--- src/rtl/core/vwcp_pkg.sv ---
// Package with widths, types and constants of the variable width code packer.
`timescale 1ns / 1ps

package vwcp_pkg;

  // Field widths of one input word and one output word
  localparam int unsigned CodeBits  = 16;
  localparam int unsigned WidthBits = 5;
  localparam int unsigned ByteBits  = 8;

  // Largest code width honored; wider requests saturate to it
  localparam int unsigned MaxCodeWidth = 16;
  localparam int unsigned CapWidth     = (MaxCodeWidth < CodeBits) ? MaxCodeWidth : CodeBits;
  localparam logic [WidthBits-1:0] WidthCap = WidthBits'(CapWidth);

  // Bit slot that the first bit of a fresh byte goes to
  localparam logic [2:0] TopBit = 3'd7;

  // Staging vector: partial byte plus the widest code fits in three bytes
  localparam int unsigned AccBits = 3 * ByteBits;

  typedef logic [CodeBits-1:0]  code_t;
  typedef logic [WidthBits-1:0] width_t;
  typedef logic [ByteBits-1:0]  byte_t;

endpackage

--- src/rtl/core/variable_width_code_packer_unit.sv ---
// Top level of the MSB-first variable width code packer.
`timescale 1ns / 1ps

// Packs codes of 1 to 16 bits (wider widths saturate to 16, zero appends
// nothing) into bytes, first bit in bit 7. Each accepted word yields 0 to 3
// output bytes: every byte that fills up, then on flush the zero-padded
// partial byte (emitted even when it holds no bits). last_o marks the final
// byte caused by one input word. An input word is registered, packed
// combinationally into a three-byte result buffer, and the buffer drains one
// byte per cycle on the output port while out_ready_i is high. A word that
// fills no byte passes without taking the buffer; a word yielding bytes
// holds it until its last byte is taken, so the byte-wide output port sets
// the rate. The input register holds one word while the buffer drains; once
// it holds a word that yields bytes, in_ready_o follows out_ready_i
// combinationally on the last byte of the buffered word.
module variable_width_code_packer_unit (
  input  logic            clk_i,
  input  logic            rst_ni,
  input  logic            in_valid_i,
  output logic            in_ready_o,
  input  vwcp_pkg::code_t  code_value_i,
  input  vwcp_pkg::width_t code_width_i,
  input  logic            flush_i,
  output logic            out_valid_o,
  input  logic            out_ready_i,
  output vwcp_pkg::byte_t  out_byte_o,
  output logic            last_o
);
  import vwcp_pkg::*;

  // Input register
  logic   in_vld_q;
  code_t  code_q;
  width_t width_q;
  logic   flush_q;

  // Packer state
  byte_t      partial_q, partial_d;
  logic [2:0] pos_q, pos_d;

  // Result buffer
  byte_t      res_q [3];
  logic [1:0] res_cnt_q, res_idx_q;

  // Pack logic signals
  width_t               w_sat;
  code_t                code_mask;
  logic [AccBits-1:0]   code_ext;
  logic [AccBits-1:0]   acc;
  logic [2:0]           n_bits;
  logic [4:0]           total;
  logic [1:0]           n_full;
  logic [2:0]           n_rem;
  logic [1:0]           pk_cnt;
  byte_t                pk_byte [3];
  byte_t                tail_byte;

  logic out_fire, res_done, res_free, move;

  // Pack the registered word against the partial byte
  always_comb begin
    w_sat     = (width_q > WidthCap) ? WidthCap : width_q;
    n_bits    = TopBit - pos_q;
    code_mask = code_q & (code_t'({CodeBits{1'b1}}) >> (WidthBits'(CodeBits) - w_sat));
    code_ext  = {code_mask, {(AccBits-CodeBits){1'b0}}} << (WidthBits'(CodeBits) - w_sat);
    acc       = {partial_q, {(AccBits-ByteBits){1'b0}}} | (code_ext >> n_bits);
    total     = 5'(n_bits) + 5'(w_sat);
    n_full    = total[4:3];
    n_rem     = total[2:0];
    pk_byte[0] = acc[3*ByteBits-1:2*ByteBits];
    pk_byte[1] = acc[2*ByteBits-1:ByteBits];
    pk_byte[2] = acc[ByteBits-1:0];
    case (n_full)
      2'd0:    tail_byte = pk_byte[0];
      2'd1:    tail_byte = pk_byte[1];
      2'd2:    tail_byte = pk_byte[2];
      default: tail_byte = pk_byte[2];
    endcase
    pk_cnt = n_full + 2'(flush_q);
    if (flush_q) begin
      partial_d = '0;
      pos_d     = TopBit;
    end else begin
      partial_d = tail_byte;
      pos_d     = TopBit - n_rem;
    end
  end

  // Handshake and buffer control
  assign out_valid_o = (res_cnt_q != 2'd0);
  assign last_o      = (res_idx_q == res_cnt_q - 2'd1);
  assign out_fire    = out_valid_o & out_ready_i;
  assign res_done    = out_fire & last_o;
  assign res_free    = !out_valid_o || res_done;
  assign move        = in_vld_q && (res_free || pk_cnt == 2'd0);
  assign in_ready_o  = !in_vld_q || move;

  always_comb begin
    case (res_idx_q)
      2'd0:    out_byte_o = res_q[0];
      2'd1:    out_byte_o = res_q[1];
      2'd2:    out_byte_o = res_q[2];
      default: out_byte_o = res_q[2];
    endcase
  end

  // Input word register
  always_ff @(posedge clk_i or negedge rst_ni) begin
    if (!rst_ni) begin
      in_vld_q <= 1'b0;
    end else if (in_ready_o) begin
      in_vld_q <= in_valid_i;
    end
  end

  always_ff @(posedge clk_i) begin
    if (in_valid_i && in_ready_o) begin
      code_q  <= code_value_i;
      width_q <= code_width_i;
      flush_q <= flush_i;
    end
  end

  // Packer state and result buffer control
  always_ff @(posedge clk_i or negedge rst_ni) begin
    if (!rst_ni) begin
      partial_q <= '0;
      pos_q     <= TopBit;
      res_cnt_q <= 2'd0;
      res_idx_q <= 2'd0;
    end else begin
      if (move) begin
        partial_q <= partial_d;
        pos_q     <= pos_d;
      end
      if (move && pk_cnt != 2'd0) begin
        res_cnt_q <= pk_cnt;
        res_idx_q <= 2'd0;
      end else if (res_done) begin
        res_cnt_q <= 2'd0;
        res_idx_q <= 2'd0;
      end else if (out_fire) begin
        res_idx_q <= res_idx_q + 2'd1;
      end
    end
  end

  // Result bytes; flush byte lands right after the full bytes
  always_ff @(posedge clk_i) begin
    if (move && pk_cnt != 2'd0) begin
      res_q[0] <= pk_byte[0];
      res_q[1] <= pk_byte[1];
      res_q[2] <= pk_byte[2];
    end
  end

endmodule

--- config.mk ---
export PLATFORM = sky130hd
export DESIGN_NAME = variable_width_code_packer_unit
export DESIGN_NICKNAME = d
export VERILOG_FILES = /design/src/rtl/core/vwcp_pkg.sv /design/src/rtl/core/variable_width_code_packer_unit.sv
export SDC_FILE = /design/constraint.sdc
export NUM_CORES = 1
export LEC_CHECK = 0
export ABC_AREA = 1
export BUFFER_PORTS_ARGS = -buffer_cell sky130_fd_sc_hd__buf_2
export CAP_MARGIN = 40
export CORE_MARGIN = 2
export CORE_UTILIZATION = 60
export DETAILED_ROUTE_END_ITERATION = 10
export PLACE_DENSITY = 0.87
export REMOVE_ABC_BUFFERS = 1
export SLEW_MARGIN = 25
export SYNTH_ARGS = -nofsm -noshare
export SYNTH_HDL_FRONTEND = slang
export SYNTH_SLANG_ARGS = --single-unit
--- constraint.sdc ---
create_clock -name clk_i -period 6.41 [get_ports clk_i]
set_input_delay 0.641 -clock clk_i [delete_from_list [all_inputs] [get_ports clk_i]]
set_output_delay 0.641 -clock clk_i [all_outputs]
set_load 0.005 [all_outputs]
## After elaboration in Yosys (flattened, before gate mapping)

Memories as Yosys holds them, arrays and structs flattened.
Cells that the tools add are included.

| cells by class | value |
|---|---|
| equal/unequal tests | 3 |
| muxes and demuxes | 12 |
| reduce and logical (&&, ||, !) cells | 15 |
| order comparisons | 1 |
| shift operators | 3 |
| add/sub/neg operators | 7 |
| bitwise logic cells | 4 |

Operators with widths:

| cell | number |
|---|---|
| 8-bit case mux with 2 select lines | 2 |
| 24-bit OR | 1 |
| 24-bit by 5-bit left shift with 24-bit output | 1 |
| 24-bit by 3-bit right shift with 24-bit output | 1 |
| 16-bit bitwise AND | 1 |
| 16-bit by 5-bit right shift with 16-bit output (first input constant) | 1 |
| 2-bit 2-to-1 mux | 5 |
| 8-bit 2-to-1 mux | 1 |
| 2-bit logical NOT | 3 |
| 2-bit nonzero test | 3 |
| 3-bit subtractor (first input constant) | 2 |
| 3-bit by 5-bit adder with 5-bit output | 1 |
| 5-bit greater-than comparator (second input constant) | 1 |
| 5-bit 2-to-1 mux | 1 |
| 5-bit subtractor (first input constant) | 1 |
| 2-bit by 1-bit == test with 1-bit output (second input constant) | 2 |
| 1-bit logical AND | 3 |
| 1-bit logical OR | 3 |
| 3-bit 2-to-1 mux | 1 |
| 3-bit nonzero test | 1 |
| 2-bit by 1-bit adder with 2-bit output | 1 |
| 2-bit by 1-bit adder with 2-bit output (second input constant) | 1 |
| 1-bit bitwise AND | 2 |
| 2-bit == test | 1 |
| other kinds (3) | 5 |

| word-level totals | value |
|---|---|
| bits of input ports | 26 |
| memories kept | 1 |
| RAM bits | 24 |
| output and inout bits | 11 |
| word-level logic and storage cells | 54 |
| register bits after elaboration | 38 |

Memory list:

| name | depth | bits a word | rd ports | clocked after memory_dff | wr ports | line | text |
|---|---|---|---|---|---|---|---|
| res_q | 3 | 8 | 3 | 0 | 3 | variable_width_code_packer_unit.sv:42 | `byte_t res_q [3];` |

## Depth between registers and ports, before layout

| depth | value |
|---|---|
| depth after elaboration | 10 |
| gate-level depth with buffers | 27 |
| depth with buffers taken out | 26 |

## Least setup slack after synthesis

Ideal clock, no wire load.

| timing path | value |
|---|---|
| path kind | flip-flop to flip-flop |
| start | register width_q[2] |
| end | memory res_q[0][0] in the netlist's numbering, enable pin |
| cell stages (with the launch flop) | 21 |
| buffers on the path | 2 |
| period minus slack after synthesis | 3,666 ps |
| setup time | 378 ps |
| arrival time | 3,288 ps |
| path slack | 2,744 ps |
| required time | 6,032 ps |
| cell sequence | edfxtp_1 > nor2_2 > nand2_2 > nand2_2 > nand2_2 > inv_2 > buf_4 > ha_1 > inv_1 > fa_1 > or2_1 > nand3_1 > and2_1 > buf_6 > xnor2_2 > nand2_2 > nand2_2 > nand2_4 > inv_2 > nand2_2 > inv_1 |

RTL lines:

| element | line | text |
|---|---|---|
| start: declaration | variable_width_code_packer_unit.sv:34 | `width_t width_q;` |
| start signal: assignment | variable_width_code_packer_unit.sv:119 | `width_q <= code_width_i;` |
| end: declaration | variable_width_code_packer_unit.sv:42 |  |

## Worst setup path after layout

| timing path | value |
|---|---|
| start | register width_q[2] |
| end | register partial_q[1] |

| between the ends | value |
|---|---|
| cells in the longest elaborated chain, start to end | 10 |
| elaborated cells between the ends (all ways) | 17 |
| classes of those cells | 3 x add/sub; 1 x order compare; 1 x eq/ne; 3 x shift; 3 x mux; 2 x bitwise; 4 x reduce/logical |

Ends and longest elaborated chain:

| element | line | text |
|---|---|---|
| 5-bit greater-than comparator | variable_width_code_packer_unit.sv:62 | `w_sat = (width_q > WidthCap) ? WidthCap : width_q;` |
| 5-bit 2-to-1 mux (*) | variable_width_code_packer_unit.sv:62 |  |
| 5-bit subtractor (*) | variable_width_code_packer_unit.sv:64, variable_width_code_packer_unit.sv:65 |  |
| 16-bit by 5-bit right shift with 16-bit output | variable_width_code_packer_unit.sv:64 | `code_mask = code_q & (code_t'({CodeBits{1'b1}}) >> (WidthBits'(CodeBits) - w_sat));` |
| 16-bit bitwise AND | variable_width_code_packer_unit.sv:64 |  |
| 24-bit by 5-bit left shift with 24-bit output (*) | variable_width_code_packer_unit.sv:65 | `code_ext = {code_mask, {(AccBits-CodeBits){1'b0}}} << (WidthBits'(CodeBits) - w_sat);` |
| 24-bit by 3-bit right shift with 24-bit output (*) | variable_width_code_packer_unit.sv:66 | `acc = {partial_q, {(AccBits-ByteBits){1'b0}}} \| (code_ext >> n_bits);` |
| 24-bit OR (*) | variable_width_code_packer_unit.sv:66 |  |
| net acc[17] | variable_width_code_packer_unit.sv:49 | `logic [AccBits-1:0] acc;` |
| 8-bit case mux with 2 select lines (*) | variable_width_code_packer_unit.sv:73 | `case (n_full)` |
| 8-bit 2-to-1 mux (*) | variable_width_code_packer_unit.sv:80 | `if (flush_q) begin` |
| end signal: assignment | variable_width_code_packer_unit.sv:133 | `partial_q <= partial_d;` |
| end: declaration | variable_width_code_packer_unit.sv:38 | `byte_t partial_q, partial_d;` |

The timed path passes the listed nets; every way through them passes the cells marked *.
A chain may end at the register's enable or synchronous reset.

==> reports/summary.txt <==
Seq/Total Area, Yosys - 41.9%
fin crit period - 4380 ps
Setup TNS - 0 ps
power density cells - 605 nW/um2
actual slew at the worst max-slew pin - 714 ps
pin count of the biggest net entering global routing - 25
Max Fclk - 228 MHz
Layout Skew - 12.6 ps
CP Launch Type - flop
I/O Pins - 37
Synth cell types - 46
Synth warnings - 0
Critical-path top delay cell - inv_1
Syn Std Cell Area - 4190 um2
final wirelength - 10.9 mm
area leader, netlist - edfxtp_1
Max-Cap Viols - 0
Rows - 30
post-CTS sizing - 0
max-slew violations - 0
Starting Density - 61.7%
Area growth syn-to-layout - 9.50%
post-synth top area share - 32.2%
ANT nets after route - 0
# nets final - 615
Num CTS Buffers - 9
Die Ht - 87.6 um
drt first pass iters - 7
worst-path cell chain - nor2_2, nand2_2, nand2_2, nand2_2, inv_2, ha_1, inv_1, nand3_1, nand3_1, nand3_1, nand2_1, inv_1, nand2_1, nand3_1, nand3_1, nand2_1, nand3_1, nand3_1, nand2_1, nand2_1, nand2_1, nand2_1
CORE AREA - 6790 um2
CP Max Fanout - 20
Syn Area/Cell - 7.59 um2
clock sinks - 61
critical path capture point type - flop
final RePlAce weighted congestion - 0.986
final count of hold timing violations - 0
worst setup path class - flop to flop
share of layout cells above drive strength 1 - 14.4%
Max transition margin - 52.4%
PortBufs - 36
status - completed
H-tree levels - 3
die width - 87.6 um
worst hold path class - input port to asynchronous set/reset pin
DP Wirelength - 8.21 mm
routed vias/inst - 5.91
die area - 7670 um2
# DRC - 0
Mapped Cells - 552
cell leakage power - 2.13 nW
CTS Root Cell - clkbuf_8
worst hold slack - 195 ps
fin crit share - 68.4%
CP arrival - 4610 ps
Clock transition at path regs - 80 ps
vias in the first global route - 3391
Total GRT Usage - 29.7%
TritonCTS clock tree - built
initial antenna violation count - 0
Starting DRT DRC Count - 645
Critical Path RT - 6640 ps
final setup violation count - 0
top post-synthesis cells by area - edfxtp_1 (32%), nand3_1 (15%), nand2_1 (13%)
diode count - 0
CTS Hold Bufs - 0
vias post-DR - 4015
clock tree buffer depth - 2
drt wl/cell - 16.1 um
unrepaired setup endpoints after global routing - false
synthesized flop and latch total - 61
Critical Path Max Stage Delay - 570 ps
grt ovf - 0
Post-CTS Setup Bufs - 0
first-pass GRT wire length - 17.1 mm
Peak VDD IR - 0.000381 V
Worst-Skew Late Latency - 350 ps
==> stage by stage <==
| stage | setup WS, ps | cells | instance area [um2] | power [mW] | util (%) |
|---|---|---|---|---|---|
| 6_report | 2030 | 679 | 4590 | 2.78 | 67.5 |
| 5_1_grt | 1670 | 679 | 4590 | 2.99 | 67.5 |
| 4_1_cts | 1990 | 677 | 4560 | 2.72 | 67.1 |
| 3_5_place_dp | 2010 | 661 | 4380 | 2.41 | 64.5 |
| 3_3_place_gp | 2230 | 661 | 4380 | 2.39 | 64.5 |
| 2_1_floorplan | 2640 | 529 | 4080 | 1.94 | - |
==> Yosys cell counts (all sizes together) <==
library cell and n:
xor2 1, a22o 1, a21boi 1, nand4 6, a21oi 14, nand3 129
a22oi 8, nor4 1, nor3 1, o31ai 1, o21ai 25, edfxtp 45
buf 11, dfstp 3, inv 47, a32oi 1, o211ai 7, o21bai 1
fa 1, and2 1, mux2i 1, clkbuf 12, or2 5, nor2 34
xnor2 2, ha 10, o22ai 3, nand2 161, dfrtp 13, o21a 5
clkinv 1
==> worst max-delay path, delay by kind of cell (launching register included) <==
kind	cells	cell delay, ps
buffers and inverters	3	990
DFF	1	470
and+or+nand+nor	18	2300
adders and majority gates	1	480
==> layout by cell type, fill, tap and decap left out, types with 4 or more instances in the layout <==
master,n
nand2_1,149
nand3_1,128
edfxtp_1,45
inv_1,43
buf_2,36
nor2_1,31
o21ai_0,17
dfrtp_1,13
a21oi_1,12
ha_1,10
nand2_2,9
clkbuf_8,9
a22oi_1,8
o211ai_1,7
o21ai_1,7
nand4_1,6
o21a_1,5
inv_2,4
==> sequential cells by signal, summed over array words and instances, names as in the netlist <==
signal	flops
res_idx_q	2
width_q	5
pos_q	3
in_vld_q	1
flush_q	1
partial_q	8
res_q	23
code_q	16
res_cnt_q	2
==> cell families (layout without fill, tap and decap cells) <==
group	count (synthesis)	in the layout	share of synthesized area (%)
AND/OR/NAND/NOR	338	338	36.8
buffers and inverters	71	102	6.84
AO/OA/AOI/OAI	67	67	10.0
flip-flops	61	61	41.9
adder cells (fa/ha/maj)	11	11	3.46
XOR/XNOR	3	3	0.806
multiplexers	1	1	0.239
==> path summary, 6_finish.rpt <==
check	startpoint	endpoint	slack [ps]	cells after the start
min in group clk_i	code_value_i[11]	code_q[11]	470	1
max in group asynchronous	rst_ni	pos_q[2]	5890	1
worst min register to register	partial_q[0]	partial_q[0]	490	2
worst min-delay path	rst_ni	partial_q[4]	200	1
worst max register to register	width_q[2]	partial_q[1]	2030	22
worst max-delay path	width_q[2]	partial_q[1]	2030	22
==> power by group <==
group,leakage (nW),internal (mW),switching (mW)
Sequential,0.629,0.664,0.106
Clock,0.0933,0.141,0.163
Combinational,1.40,0.534,1.17
==> cell type report <==
cell class | count | area [um2]
Sequential cell | 61 | 1760
Clock buffer | 9 | 124
Fill cell | 560 | 2210
Inverter | 48 | 180
Timing Repair Buffer | 38 | 210
Clock inverter | 7 | 50.0
Tap cell | 96 | 120
Multi-Input combinational cell | 420 | 2150
==> routing by layer <==
layer | up-vias | track usage, % | share of wire [%]
met3 | 25 | 8.29 | 9.2
li1 | 1941 | - | -
met2 | 244 | 42.6 | 44
met4 | 0 | 8.81 | 1.9
met5 | - | 0 | 0
met1 | 1805 | 44.3 | 45
Power figures use the tool's default switching activity.
